==> src/hw/rtl/assert_macros.svh <==
// assertion macros for the rtl files
// each macro samples on clk; SRPG_ASSERT is disabled by the synchronous reset rst of the including module
`ifndef ASSERT_MACROS_SVH
`define ASSERT_MACROS_SVH

// property checked only outside reset
`define SRPG_ASSERT(name, prop, msg) \
  name: assert property (@(posedge clk) disable iff (rst) prop) else $error(msg);

// property checked on every edge, reset included
`define SRPG_ASSERT_ALWAYS(name, prop, msg) \
  name: assert property (@(posedge clk) prop) else $error(msg);

`endif

==> src/hw/rtl/srpg_pkg.sv <==
// package for the stepper ramp pulse generator: constants, register indexes, item types
// no dependencies
`timescale 1ns / 1ps

package srpg_pkg;

  // default parameter values
  localparam int PULSE_WIDTH_US_DEF  = 50;
  localparam int SPEED_FRAC_BITS_DEF = 8;
  localparam int POSITION_WIDTH_DEF  = 32;

  // configuration port
  localparam int CFG_DATA_W  = 24;
  localparam int CFG_INDEX_W = 3;

  // register indexes
  localparam logic [CFG_INDEX_W-1:0] REG_ACCEL_START    = 3'd0;
  localparam logic [CFG_INDEX_W-1:0] REG_ACCEL_RUN      = 3'd1;
  localparam logic [CFG_INDEX_W-1:0] REG_DECEL_DEFAULT  = 3'd2;
  localparam logic [CFG_INDEX_W-1:0] REG_SPEED_MIN      = 3'd3;
  localparam logic [CFG_INDEX_W-1:0] REG_SPEED_MID      = 3'd4;
  localparam logic [CFG_INDEX_W-1:0] REG_SPEED_MAX      = 3'd5;
  localparam logic [CFG_INDEX_W-1:0] REG_SPEED_HOME     = 3'd6;
  localparam logic [CFG_INDEX_W-1:0] REG_SPEED_APPROACH = 3'd7;

  // register reset values
  localparam logic [23:0] ACCEL_START_RST    = 24'd1000;
  localparam logic [23:0] ACCEL_RUN_RST      = 24'd64000;
  localparam logic [23:0] DECEL_DEFAULT_RST  = 24'd64000;
  localparam logic [15:0] SPEED_MIN_RST      = 16'd80;
  localparam logic [15:0] SPEED_MID_RST      = 16'd400;
  localparam logic [15:0] SPEED_MAX_RST      = 16'd8000;
  localparam logic [15:0] SPEED_HOME_RST     = 16'd2500;
  localparam logic [15:0] SPEED_APPROACH_RST = 16'd80;

  // operations
  localparam logic OP_TICK      = 1'b0;
  localparam logic OP_SET_MODE  = 1'b1;

  // motion modes
  localparam logic [2:0] MODE_STOP     = 3'd0;
  localparam logic [2:0] MODE_START    = 3'd1;
  localparam logic [2:0] MODE_RUN      = 3'd2;
  localparam logic [2:0] MODE_DECEL    = 3'd3;
  localparam logic [2:0] MODE_HOME     = 3'd4;
  localparam logic [2:0] MODE_APPROACH = 3'd5;
  localparam logic [2:0] MODE_HALT     = 3'd6;
  localparam logic [2:0] MODE_KEEP     = 3'd7;

  // time constants
  localparam int          US_PER_S     = 1000000;
  localparam int          LASER_MUL    = 200;
  localparam int          LASER_DIV    = 3;
  localparam logic [19:0] CNT20_MAX    = 20'hFFFFF;
  localparam logic [7:0]  CNT8_MAX     = 8'hFF;

  typedef struct packed {
    logic       operation;
    logic [2:0] mode_value;
    logic       dir_pin_value;
    logic       clear_position;
    logic       laser_low;
    logic       laser_edge;
    logic       limits_clear;
    logic       running;
  } in_item_t;

  typedef struct packed {
    logic               pulse_level;
    logic               dir_level;
    logic [2:0]         mode_now;
    logic [15:0]        speed_now;
    logic signed [31:0] position_actual;
    logic signed [31:0] position_measured;
  } out_item_t;

endpackage

==> src/hw/rtl/srpg_chan_if.sv <==
// valid/ready channel carrying one item type
// no dependencies
`timescale 1ns / 1ps

interface srpg_chan_if #(parameter type item_t = logic);
  logic  valid;
  logic  ready;
  item_t data;

  modport source (output valid, output data, input ready);
  modport sink   (input valid, input data, output ready);
endinterface

==> src/hw/rtl/stepper_ramp_pulse_generator.sv <==
// channel      dir  payload     accepted when
// item_in      in   in_item_t   valid & ready
// item_out     out  out_item_t  valid & ready
// cfg          in   index/data  cfg_we high
//
// mode writes and ticks with no step event go from S_IDLE to S_DONE; a laser edge adds one
// bit-serial division of QW quotient bits, QW = 24 + 2*SPEED_FRAC_BITS (40 by default),
// a step event adds S_STEP, S_APPLY and up to two more divisions (ramp delta, interval),
// and all divisions run on the one shared divider.
// reset is synchronous and needs no clearing pass; item_in is taken only while
// no item is in work, and a result waits in the output register until taken.
// depends on srpg_pkg, srpg_chan_if, assert_macros.svh
`timescale 1ns / 1ps
`include "assert_macros.svh"

module stepper_ramp_pulse_generator
  import srpg_pkg::*;
#(
  parameter int PULSE_WIDTH_US  = PULSE_WIDTH_US_DEF,
  parameter int SPEED_FRAC_BITS = SPEED_FRAC_BITS_DEF,
  parameter int POSITION_WIDTH  = POSITION_WIDTH_DEF
) (
  input  logic                   clk,
  input  logic                   rst,
  srpg_chan_if.sink              item_in,
  srpg_chan_if.source            item_out,
  input  logic                   cfg_we,
  input  logic [CFG_INDEX_W-1:0] cfg_index,
  input  logic [CFG_DATA_W-1:0]  cfg_data
);

  localparam int F       = SPEED_FRAC_BITS;
  localparam int SPEED_W = 16 + F;
  localparam int QW      = 24 + 2 * F;
  localparam int CNT_W   = $clog2(QW);
  localparam int EXT_W   = (POSITION_WIDTH > 32) ? POSITION_WIDTH : 32;
  localparam logic [SPEED_W-1:0] MAXQ = {SPEED_W{1'b1}};
  localparam logic [QW-1:0] IV_NUM  = QW'(US_PER_S) << F;
  localparam logic [SPEED_W-1:0] LASER_DEN = SPEED_W'(LASER_DIV) << F;
  localparam logic signed [POSITION_WIDTH-1:0] POS_MAX = {1'b0, {(POSITION_WIDTH-1){1'b1}}};
  localparam logic signed [POSITION_WIDTH-1:0] POS_MIN = {1'b1, {(POSITION_WIDTH-1){1'b0}}};
  localparam logic signed [POSITION_WIDTH-1:0] POS_ONE = POSITION_WIDTH'(1);

  localparam logic [2:0] S_IDLE  = 3'd0;
  localparam logic [2:0] S_LDIV  = 3'd1;
  localparam logic [2:0] S_STEP  = 3'd2;
  localparam logic [2:0] S_RDIV  = 3'd3;
  localparam logic [2:0] S_APPLY = 3'd4;
  localparam logic [2:0] S_IDIV  = 3'd5;
  localparam logic [2:0] S_DONE  = 3'd6;

  // configuration registers
  logic [23:0] accel_start, accel_run, decel_default;
  logic [15:0] speed_min, speed_mid, speed_max, speed_home, speed_approach;

  // channel state
  logic [2:0]                       st;
  logic [SPEED_W-1:0]               speed;
  logic [2:0]                       mode;
  logic                             count_sign;
  logic                             dir_pin;
  logic signed [POSITION_WIDTH-1:0] actual_count, measured_count;
  logic [19:0]                      step_interval, since_step;
  logic [7:0]                       since_pulse_high;
  logic                             pulse_pending_low;
  logic                             pulse_pin;
  logic [23:0]                      decel_rate;
  logic                             step_hit, lat_laser_low, lat_limits_clear;
  logic                             out_valid;

  // serial divider
  logic                 div_busy;
  logic [CNT_W-1:0]     div_cnt;
  logic [QW-1:0]        div_num;
  logic [SPEED_W-1:0]   div_den, div_rem;
  logic [SPEED_W:0]     div_trial;
  logic                 div_bit;
  logic                 div_go;
  logic [QW-1:0]        div_num_in;
  logic [SPEED_W-1:0]   div_den_in;

  logic                 accept;
  logic                 laser_do;
  logic [19:0]          ss_inc;
  logic [7:0]           sph_inc;
  logic                 hit_now;
  logic [SPEED_W-1:0]   speed_nz;
  logic                 ramp_mode;
  logic [23:0]          ramp_rate;
  logic                 out_load;

  // step apply results
  logic [SPEED_W-1:0]   minq, midq, maxq, homeq, apprq;
  logic [QW:0]          sum_up;
  logic [SPEED_W-1:0]   up_val, down_val, s1, fin_speed;
  logic [2:0]           m1, fin_mode;
  logic                 cs1, dir1, go_iv;

  logic signed [EXT_W-1:0] act_ext, meas_ext;

  assign accept   = item_in.valid && item_in.ready;
  assign item_in.ready = (st == S_IDLE);
  assign laser_do = item_in.data.laser_edge && item_in.data.running;
  assign ss_inc   = (since_step < CNT20_MAX) ? since_step + 20'd1 : since_step;
  assign sph_inc  = (since_pulse_high < CNT8_MAX) ? since_pulse_high + 8'd1 : since_pulse_high;
  assign hit_now  = (ss_inc >= step_interval);
  assign speed_nz = (speed == '0) ? SPEED_W'(1) : speed;
  assign ramp_mode = (mode >= MODE_START) && (mode <= MODE_HALT);
  assign out_load = (st == S_DONE) && (!out_valid || item_out.ready);

  // ramp rate by mode
  always_comb begin
    case (mode)
      MODE_RUN:               ramp_rate = accel_run;
      MODE_DECEL, MODE_HALT:  ramp_rate = decel_rate;
      default:                ramp_rate = accel_start;
    endcase
  end

  // speed update of a step event, from the divider quotient
  assign minq  = {speed_min, F'(0)};
  assign midq  = {speed_mid, F'(0)};
  assign maxq  = {speed_max, F'(0)};
  assign homeq = {speed_home, F'(0)};
  assign apprq = {speed_approach, F'(0)};
  assign sum_up   = {1'b0, QW'(speed)} + {1'b0, div_num};
  assign up_val   = (sum_up > (QW + 1)'(MAXQ)) ? MAXQ : sum_up[SPEED_W-1:0];
  assign down_val = (div_num > QW'(speed)) ? '0 : speed - div_num[SPEED_W-1:0];

  always_comb begin
    s1   = speed;
    m1   = mode;
    cs1  = count_sign;
    dir1 = dir_pin;
    case (mode)
      MODE_START: begin
        s1 = up_val;
        if (up_val > midq) m1 = MODE_RUN;
      end
      MODE_RUN: s1 = up_val;
      MODE_DECEL: begin
        s1 = down_val;
        if (down_val < minq) begin
          s1   = minq;
          m1   = MODE_START;
          cs1  = lat_laser_low;
          dir1 = !lat_laser_low;
        end
      end
      MODE_HOME:     s1 = (up_val > homeq) ? homeq : up_val;
      MODE_APPROACH: s1 = (up_val > apprq) ? apprq : up_val;
      MODE_HALT: begin
        s1 = down_val;
        if (down_val < minq) begin
          s1 = minq;
          m1 = MODE_STOP;
        end
      end
      default: ;
    endcase
    if (s1 < minq) m1 = MODE_STOP;
    fin_speed = (s1 > maxq) ? maxq : s1;
    fin_mode  = m1;
    go_iv     = 1'b0;
    if (m1 != MODE_STOP) begin
      if (lat_limits_clear) go_iv = 1'b1;
      else fin_mode = MODE_DECEL;
    end else begin
      fin_speed = minq;
    end
  end

  // divider start requests
  always_comb begin
    div_go     = 1'b0;
    div_num_in = IV_NUM;
    div_den_in = (fin_speed == '0) ? SPEED_W'(1) : fin_speed;
    unique case (st)
      S_IDLE: begin
        div_go     = accept && (item_in.data.operation == OP_TICK) && laser_do;
        div_num_in = QW'(speed) * QW'(LASER_MUL);
        div_den_in = LASER_DEN;
      end
      S_STEP: begin
        div_go     = ramp_mode;
        div_num_in = QW'(ramp_rate) << (2 * F);
        div_den_in = speed_nz;
      end
      S_APPLY: div_go = go_iv;
      default: ;
    endcase
  end

  // one quotient bit per cycle
  assign div_trial = {div_rem, div_num[QW-1]};
  assign div_bit   = (div_trial >= {1'b0, div_den});

  always_ff @(posedge clk) begin
    if (rst) begin
      div_busy <= 1'b0;
      div_cnt  <= '0;
    end else if (div_go) begin
      div_busy <= 1'b1;
      div_cnt  <= '0;
      div_num  <= div_num_in;
      div_den  <= div_den_in;
      div_rem  <= '0;
    end else if (div_busy) begin
      div_rem <= div_bit ? SPEED_W'(div_trial - {1'b0, div_den}) : div_trial[SPEED_W-1:0];
      div_num <= {div_num[QW-2:0], div_bit};
      div_cnt <= div_cnt + CNT_W'(1);
      if (div_cnt == CNT_W'(QW - 1)) div_busy <= 1'b0;
    end
  end

  // configuration writes
  always_ff @(posedge clk) begin
    if (rst) begin
      accel_start    <= ACCEL_START_RST;
      accel_run      <= ACCEL_RUN_RST;
      decel_default  <= DECEL_DEFAULT_RST;
      speed_min      <= SPEED_MIN_RST;
      speed_mid      <= SPEED_MID_RST;
      speed_max      <= SPEED_MAX_RST;
      speed_home     <= SPEED_HOME_RST;
      speed_approach <= SPEED_APPROACH_RST;
    end else if (cfg_we) begin
      unique case (cfg_index)
        REG_ACCEL_START:    accel_start    <= cfg_data;
        REG_ACCEL_RUN:      accel_run      <= cfg_data;
        REG_DECEL_DEFAULT:  decel_default  <= cfg_data;
        REG_SPEED_MIN:      speed_min      <= cfg_data[15:0];
        REG_SPEED_MID:      speed_mid      <= cfg_data[15:0];
        REG_SPEED_MAX:      speed_max      <= cfg_data[15:0];
        REG_SPEED_HOME:     speed_home     <= cfg_data[15:0];
        REG_SPEED_APPROACH: speed_approach <= cfg_data[15:0];
        default: ;
      endcase
    end
  end

  // output valid flag
  always_ff @(posedge clk) begin
    if (rst) begin
      out_valid <= 1'b0;
    end else if (out_load) begin
      out_valid <= 1'b1;
    end else if (item_out.ready) begin
      out_valid <= 1'b0;
    end
  end

  // sequencer and channel state
  always_ff @(posedge clk) begin
    if (rst) begin
      st                <= S_IDLE;
      speed             <= {SPEED_MIN_RST, F'(0)};
      mode              <= MODE_STOP;
      count_sign        <= 1'b0;
      dir_pin           <= 1'b0;
      actual_count      <= '0;
      measured_count    <= '0;
      step_interval     <= '0;
      since_step        <= '0;
      since_pulse_high  <= '0;
      pulse_pending_low <= 1'b0;
      pulse_pin         <= 1'b0;
      decel_rate        <= DECEL_DEFAULT_RST;
    end else begin
      if (cfg_we && cfg_index == REG_DECEL_DEFAULT) decel_rate <= cfg_data;
      unique case (st)
        S_IDLE: if (accept) begin
          if (item_in.data.operation == OP_SET_MODE) begin
            if (item_in.data.mode_value != MODE_KEEP) mode <= item_in.data.mode_value;
            dir_pin <= item_in.data.dir_pin_value;
            if (item_in.data.clear_position) begin
              actual_count   <= '0;
              measured_count <= '0;
            end
            st <= S_DONE;
          end else begin
            lat_laser_low    <= item_in.data.laser_low;
            lat_limits_clear <= item_in.data.limits_clear;
            step_hit         <= hit_now;
            if (laser_do) begin
              if (item_in.data.laser_low) measured_count <= actual_count;
              mode <= MODE_DECEL;
            end
            since_step       <= hit_now ? '0 : ss_inc;
            since_pulse_high <= sph_inc;
            if (!hit_now && pulse_pending_low && sph_inc >= 8'(PULSE_WIDTH_US)) begin
              pulse_pending_low <= 1'b0;
              pulse_pin         <= 1'b0;
            end
            st <= laser_do ? S_LDIV : (hit_now ? S_STEP : S_DONE);
          end
        end
        S_LDIV: if (!div_busy) begin
          decel_rate <= (div_num[QW-1:24] != '0) ? 24'hFFFFFF : div_num[23:0];
          st <= step_hit ? S_STEP : S_DONE;
        end
        S_STEP: st <= ramp_mode ? S_RDIV : S_APPLY;
        S_RDIV: if (!div_busy) st <= S_APPLY;
        S_APPLY: begin
          speed      <= fin_speed;
          mode       <= fin_mode;
          count_sign <= cs1;
          dir_pin    <= dir1;
          st <= go_iv ? S_IDIV : S_DONE;
        end
        S_IDIV: if (!div_busy) begin
          step_interval     <= (div_num[QW-1:20] != '0) ? CNT20_MAX : div_num[19:0];
          pulse_pin         <= 1'b1;
          since_pulse_high  <= '0;
          pulse_pending_low <= 1'b1;
          if (count_sign) begin
            if (actual_count != POS_MIN) actual_count <= actual_count - POS_ONE;
          end else begin
            if (actual_count != POS_MAX) actual_count <= actual_count + POS_ONE;
          end
          st <= S_DONE;
        end
        S_DONE: if (out_load) st <= S_IDLE;
        default: st <= S_IDLE;
      endcase
    end
  end

  // output register, loaded when the item completes
  assign act_ext  = EXT_W'(actual_count);
  assign meas_ext = EXT_W'(measured_count);

  always_ff @(posedge clk) begin
    if (out_load) begin
      item_out.data.pulse_level       <= pulse_pin;
      item_out.data.dir_level         <= dir_pin;
      item_out.data.mode_now          <= mode;
      item_out.data.speed_now         <= speed[SPEED_W-1:F];
      item_out.data.position_actual   <= act_ext[31:0];
      item_out.data.position_measured <= meas_ext[31:0];
    end
  end

  assign item_out.valid = out_valid;

  // checks
  `SRPG_ASSERT(a_idle_div_quiet, (st == S_IDLE) |-> !div_busy, "divider busy while idle")
  `SRPG_ASSERT(a_accept_leaves_idle, accept |=> (st != S_IDLE), "accepted item not in work")
  `SRPG_ASSERT_ALWAYS(a_pin_pending, pulse_pin |-> pulse_pending_low, "pulse high without end pending")
  `SRPG_ASSERT(a_div_owner, div_busy |-> (st == S_LDIV || st == S_RDIV || st == S_IDIV), "divider runs outside a divide state")

endmodule

==> src/flat_wrapper.sv <==
// flat-port wrapper written by rule: the top's interface ports become plain ports
module stepper_ramp_pulse_generator_flat import srpg_pkg::*;
#(
  parameter int PULSE_WIDTH_US  = PULSE_WIDTH_US_DEF,
  parameter int SPEED_FRAC_BITS = SPEED_FRAC_BITS_DEF,
  parameter int POSITION_WIDTH  = POSITION_WIDTH_DEF
)
  (clk, rst, cfg_we, cfg_index, cfg_data, item_in_valid, item_in_data, item_in_ready, item_out_valid, item_out_data, item_out_ready);
  srpg_chan_if #(.item_t(in_item_t)) item_in_i ();
  srpg_chan_if #(.item_t(out_item_t)) item_out_i ();
  input  logic clk;
  input  logic rst;
  input  logic cfg_we;
  input  logic [CFG_INDEX_W-1:0] cfg_index;
  input  logic [CFG_DATA_W-1:0] cfg_data;
  input wire logic [$bits(item_in_i.valid)-1:0] item_in_valid;
  input wire logic [$bits(item_in_i.data)-1:0] item_in_data;
  output wire logic [$bits(item_in_i.ready)-1:0] item_in_ready;
  output wire logic [$bits(item_out_i.valid)-1:0] item_out_valid;
  output wire logic [$bits(item_out_i.data)-1:0] item_out_data;
  input wire logic [$bits(item_out_i.ready)-1:0] item_out_ready;
  assign item_in_i.valid = item_in_valid;
  assign item_in_i.data = item_in_data;
  assign item_in_ready = item_in_i.ready;
  assign item_out_valid = item_out_i.valid;
  assign item_out_data = item_out_i.data;
  assign item_out_i.ready = item_out_ready;
  stepper_ramp_pulse_generator #(.PULSE_WIDTH_US(PULSE_WIDTH_US), .SPEED_FRAC_BITS(SPEED_FRAC_BITS), .POSITION_WIDTH(POSITION_WIDTH)) u_core (.clk(clk), .rst(rst), .item_in(item_in_i), .item_out(item_out_i), .cfg_we(cfg_we), .cfg_index(cfg_index), .cfg_data(cfg_data));
endmodule
==> config.mk <==
export PLATFORM = sky130hd
export DESIGN_NAME = stepper_ramp_pulse_generator_flat
export DESIGN_NICKNAME = d
export VERILOG_FILES = /design/src/hw/rtl/srpg_pkg.sv /design/src/hw/rtl/srpg_chan_if.sv /design/src/hw/rtl/stepper_ramp_pulse_generator.sv /design/src/flat_wrapper.sv
export VERILOG_INCLUDE_DIRS = /design/src /design/src/hw/rtl
export SDC_FILE = /design/constraint.sdc
export NUM_CORES = 2
export LEC_CHECK = 0
export ABC_AREA = 1
export ABC_CLOCK_PERIOD_IN_PS = 9800
export BUFFER_PORTS_ARGS = -buffer_cell sky130_fd_sc_hd__buf_4
export CORE_ASPECT_RATIO = 1.1
export CORE_UTILIZATION = 52
export DETAILED_ROUTE_END_ITERATION = 10
export MAX_ROUTING_LAYER = met4
export PLACE_DENSITY = 0.71
export SYNTH_ARGS = -nofsm -noshare
export SYNTH_HDL_FRONTEND = slang
export SYNTH_SLANG_ARGS = --single-unit
export TNS_END_PERCENT = 5
==> constraint.sdc <==
create_clock -name clk -period 9.8 [get_ports clk]
set_input_delay 1.96 -clock clk [delete_from_list [all_inputs] [get_ports clk]]
set_output_delay 1.96 -clock clk [all_outputs]
set_load 0.03 [all_outputs]
==> impl_metrics.env <==
export IMPL_crit_arrival_ns=9.51
export IMPL_nets=4999
export IMPL_fp_dieH_um=267
export IMPL_dr_wl_met3_um=10900
export IMPL_syn_area_mm2=0.0333
export IMPL_max_stage_delay_ns=0.63
export IMPL_track_usage_pct=40.6
export IMPL_final_hold_viol_count=0
export IMPL_min_period_ns=9.14
export IMPL_skew_ns=0.0269
export IMPL_cts_buffer_depth=3
export IMPL_tightestPinTransition_ns=1.21
export IMPL_die_area_mm2=0.0650
export IMPL_final_max_slew_viol_count=0
export IMPL_antenna_left=0
export IMPL_fin_cells=5481
export IMPL_powerDensity_mw_per_mm2=320
export IMPL_outcome="completed"
export IMPL_cts_resized=0
export IMPL_synthTopCellsByArea="dfxtp_1 (18%), edfxtp_1 (16%), ha_1 (12%), nand2_1 (8.9%), inv_1 (7.1%)"
export IMPL_m1WireLength_um=52800
export IMPL_synth_seq_cells=481
export IMPL_async_flop_share_pct=0
export IMPL_grt_pass1_wl_um=192000
export IMPL_final_util_pct=60.1
export IMPL_drv_cap=0
export IMPL_row_count=96
export IMPL_dp_slack_ns=0.791
export IMPL_wirelength_um=131000
export IMPL_vias=32462
export IMPL_path_class="register to register"
export IMPL_wl_met2_um=59500
export IMPL_synthCells=4423
export IMPL_gp_congestion=1.07
export IMPL_period_share_pct=93.2
export IMPL_fin_ws_ns=0.663
export IMPL_yosys_most_used_dff="dfxtp_1"
export IMPL_end_kind="register"
export IMPL_post_cts_setup_buffers=0
export IMPL_fp_dieW_um=243
export IMPL_synthToLayoutAreaGrowth_pct=13.5
export IMPL_grt_max_degree=174
export IMPL_cts_tree="done"
export IMPL_power_leakage_nw=17.2
export IMPL_ios=129
export IMPL_yosysSeqAreaShare_pct=34.2
export IMPL_rsz0062_at_grt="false"
export IMPL_cp_start_kind="register"
export IMPL_clk_pin_slew_ns=0.07
export IMPL_syn_nets=4820
export IMPL_antenna_found_initial=3
export IMPL_hold_buffers=0
export IMPL_netlist_cell_type_count=65
export IMPL_avgSynthCellArea_um2=7.52
export IMPL_irDropWorstVdd_mv=0.232
export IMPL_wl_per_cell_um=23.8
export IMPL_drc_errors=0
export IMPL_start_util_pct=53.0
export IMPL_synth_most_common_cell="nand2_1"
export IMPL_yosys_area_top_type="dfxtp_1"
export IMPL_insertion_delay_ns=0.64
export IMPL_top_layer="met4"
export IMPL_place_inst=5380
export IMPL_grt_pass1_vias=30545
export IMPL_viasPerCell=5.92
export IMPL_htreeDepth=2
export IMPL_cp_slowest_cell="dfxtp_1"
export IMPL_fin_setup_tns_ns=0
export IMPL_max_freq_mhz=109
export IMPL_reg2reg_setup_slack_ns=0.66
export IMPL_first_pass_iters=7
export IMPL_synthTopCellsByCount="nand2_1 (788), inv_1 (626), a21oi_1 (411)"
export IMPL_drive_gt1_share_pct=10.9
export IMPL_core_mm2=0.0628
export IMPL_hold_path_class="register to register"
export IMPL_ys_warn_count=0
export IMPL_clkSinkCount=481
export IMPL_first_iter_violations=3215
export IMPL_path_max_fanout=15
export IMPL_cts_buffers_inserted=53
export IMPL_port_buffers=128
export IMPL_p_total_mw=12.1
export IMPL_required_ns=10.18
export IMPL_dp_hpwl_um=103000
export IMPL_synth_edf_count=176
export IMPL_cts_root_buf="clkbuf_16"
export IMPL_max_slew_margin_pct=18.6
export IMPL_cpMostUsedCell="nand2_1"
export IMPL_synth_top_area_share_pct=18.3
export IMPL_finalSetupViolations=0
export IMPL_grt_ovfl_total=0
[where the power goes]
part	internal [mW]	switching, mW
Combinational	2.34	4.90
Clock	1.20	0.904
Sequential	2.48	0.263
[per-stage QoR]
stage / instance area [µm²] / hold slack, ns
finish: 37800 / 0.425
global placement: 36000 / 0.409
floorplan: 33300 / 0.403
global route: 37800 / 0.433
detailed placement: 36000 / 0.410
CTS: 37800 / 0.420
[final timing paths]
kind,end,cells after the start,from
worst max-delay path,u_core.div_den[0],57,u_core.speed[0]
worst max register to register,u_core.div_den[0],57,u_core.speed[0]
worst min register to register,u_core.item_out.data[23],0,u_core.meas_ext[23]
worst min-delay path,u_core.item_out.data[23],0,u_core.meas_ext[23]
[flip-flops by register name, summed over array words and instances, names as in the netlist, 20 cells and up]
| name | cells |
|---|---|
| u_core.meas_ext | 32 |
| u_core.div_rem | 24 |
| u_core.since_step | 20 |
| u_core.decel_rate | 24 |
| u_core.speed | 24 |
| u_core.item_out.data | 85 |
| u_core.div_num | 40 |
| u_core.accel_start | 24 |
| u_core.act_ext | 32 |
| u_core.step_interval | 20 |
| u_core.accel_run | 24 |
| u_core.div_den | 24 |
[placed cells by master, fill, tap and decap left out, drive strengths merged, types with 4 or more instances in the layout]
| cell | n |
|---|---|
| ha | 332 |
| o22ai | 6 |
| bufinv | 6 |
| nor4 | 25 |
| o311ai | 16 |
| a22o | 7 |
| nor2 | 427 |
| a21boi | 8 |
| dfxtp | 305 |
| clkinv | 32 |
| inv | 650 |
| nand3 | 198 |
| a22oi | 25 |
| clkinvlp | 4 |
| xor2 | 52 |
| xnor2 | 30 |
| and2 | 6 |
| a211oi | 44 |
| buf | 297 |
| a21oi | 416 |
| clkbuf | 64 |
| a31oi | 34 |
| a221oi | 18 |
| nand2 | 802 |
| o21ai | 370 |
| o221ai | 5 |
| nand4 | 58 |
| edfxtp | 176 |
| o31ai | 6 |
| nand3b | 6 |
| fa | 23 |
| a32oi | 6 |
| or2 | 8 |
| o21bai | 16 |
| a32o | 12 |
| o32ai | 9 |
| nor3 | 41 |
| o211ai | 60 |
| o21a | 9 |
| a311oi | 16 |
[final cells by class]
| type | count | area (µm²) |
|---|---|---|
| clock inverter | 36 | 398 |
| fill | 5887 | 25000 |
| clock buffer | 64 | 1420 |
| multi-input combinational | 3113 | 18600 |
| sequential | 481 | 11400 |
| inverter | 656 | 2470 |
| antenna | 1 | 2.50 |
| timing repair buffer | 297 | 2440 |
| tap | 833 | 1040 |
[cells by family after synthesis]
| logic type | share of synthesized area (%) |
|---|---|
| AOI/OAI and AO/OA | 19.6 |
| xor gates and xnor gates | 2.16 |
| adders and majority gates | 13.9 |
| buffers and inverters | 9.98 |
| DFF | 34.2 |
| muxes | 0.0338 |
| and+or+nand+nor | 20.2 |
[metal layers]
| layer | vias to the layer above | global-route usage, % |
|---|---|---|
| li1 | 15336 | - |
| met1 | 15277 | 50.3 |
| met2 | 1508 | 64.7 |
| met3 | 341 | 6.12 |
| met4 | 0 | 20.1 |
| met5 | - | - |
[critical path: cells and delay by family (launching register included)]
kind            cells  cell delay [ns]
compound gates      7             1.53
buf+inv            11             1.31
simple gates       35             4.00
fa+ha+maj           4             1.39
flops               1             0.63
No activity file was read; power rests on OpenSTA's default activity.
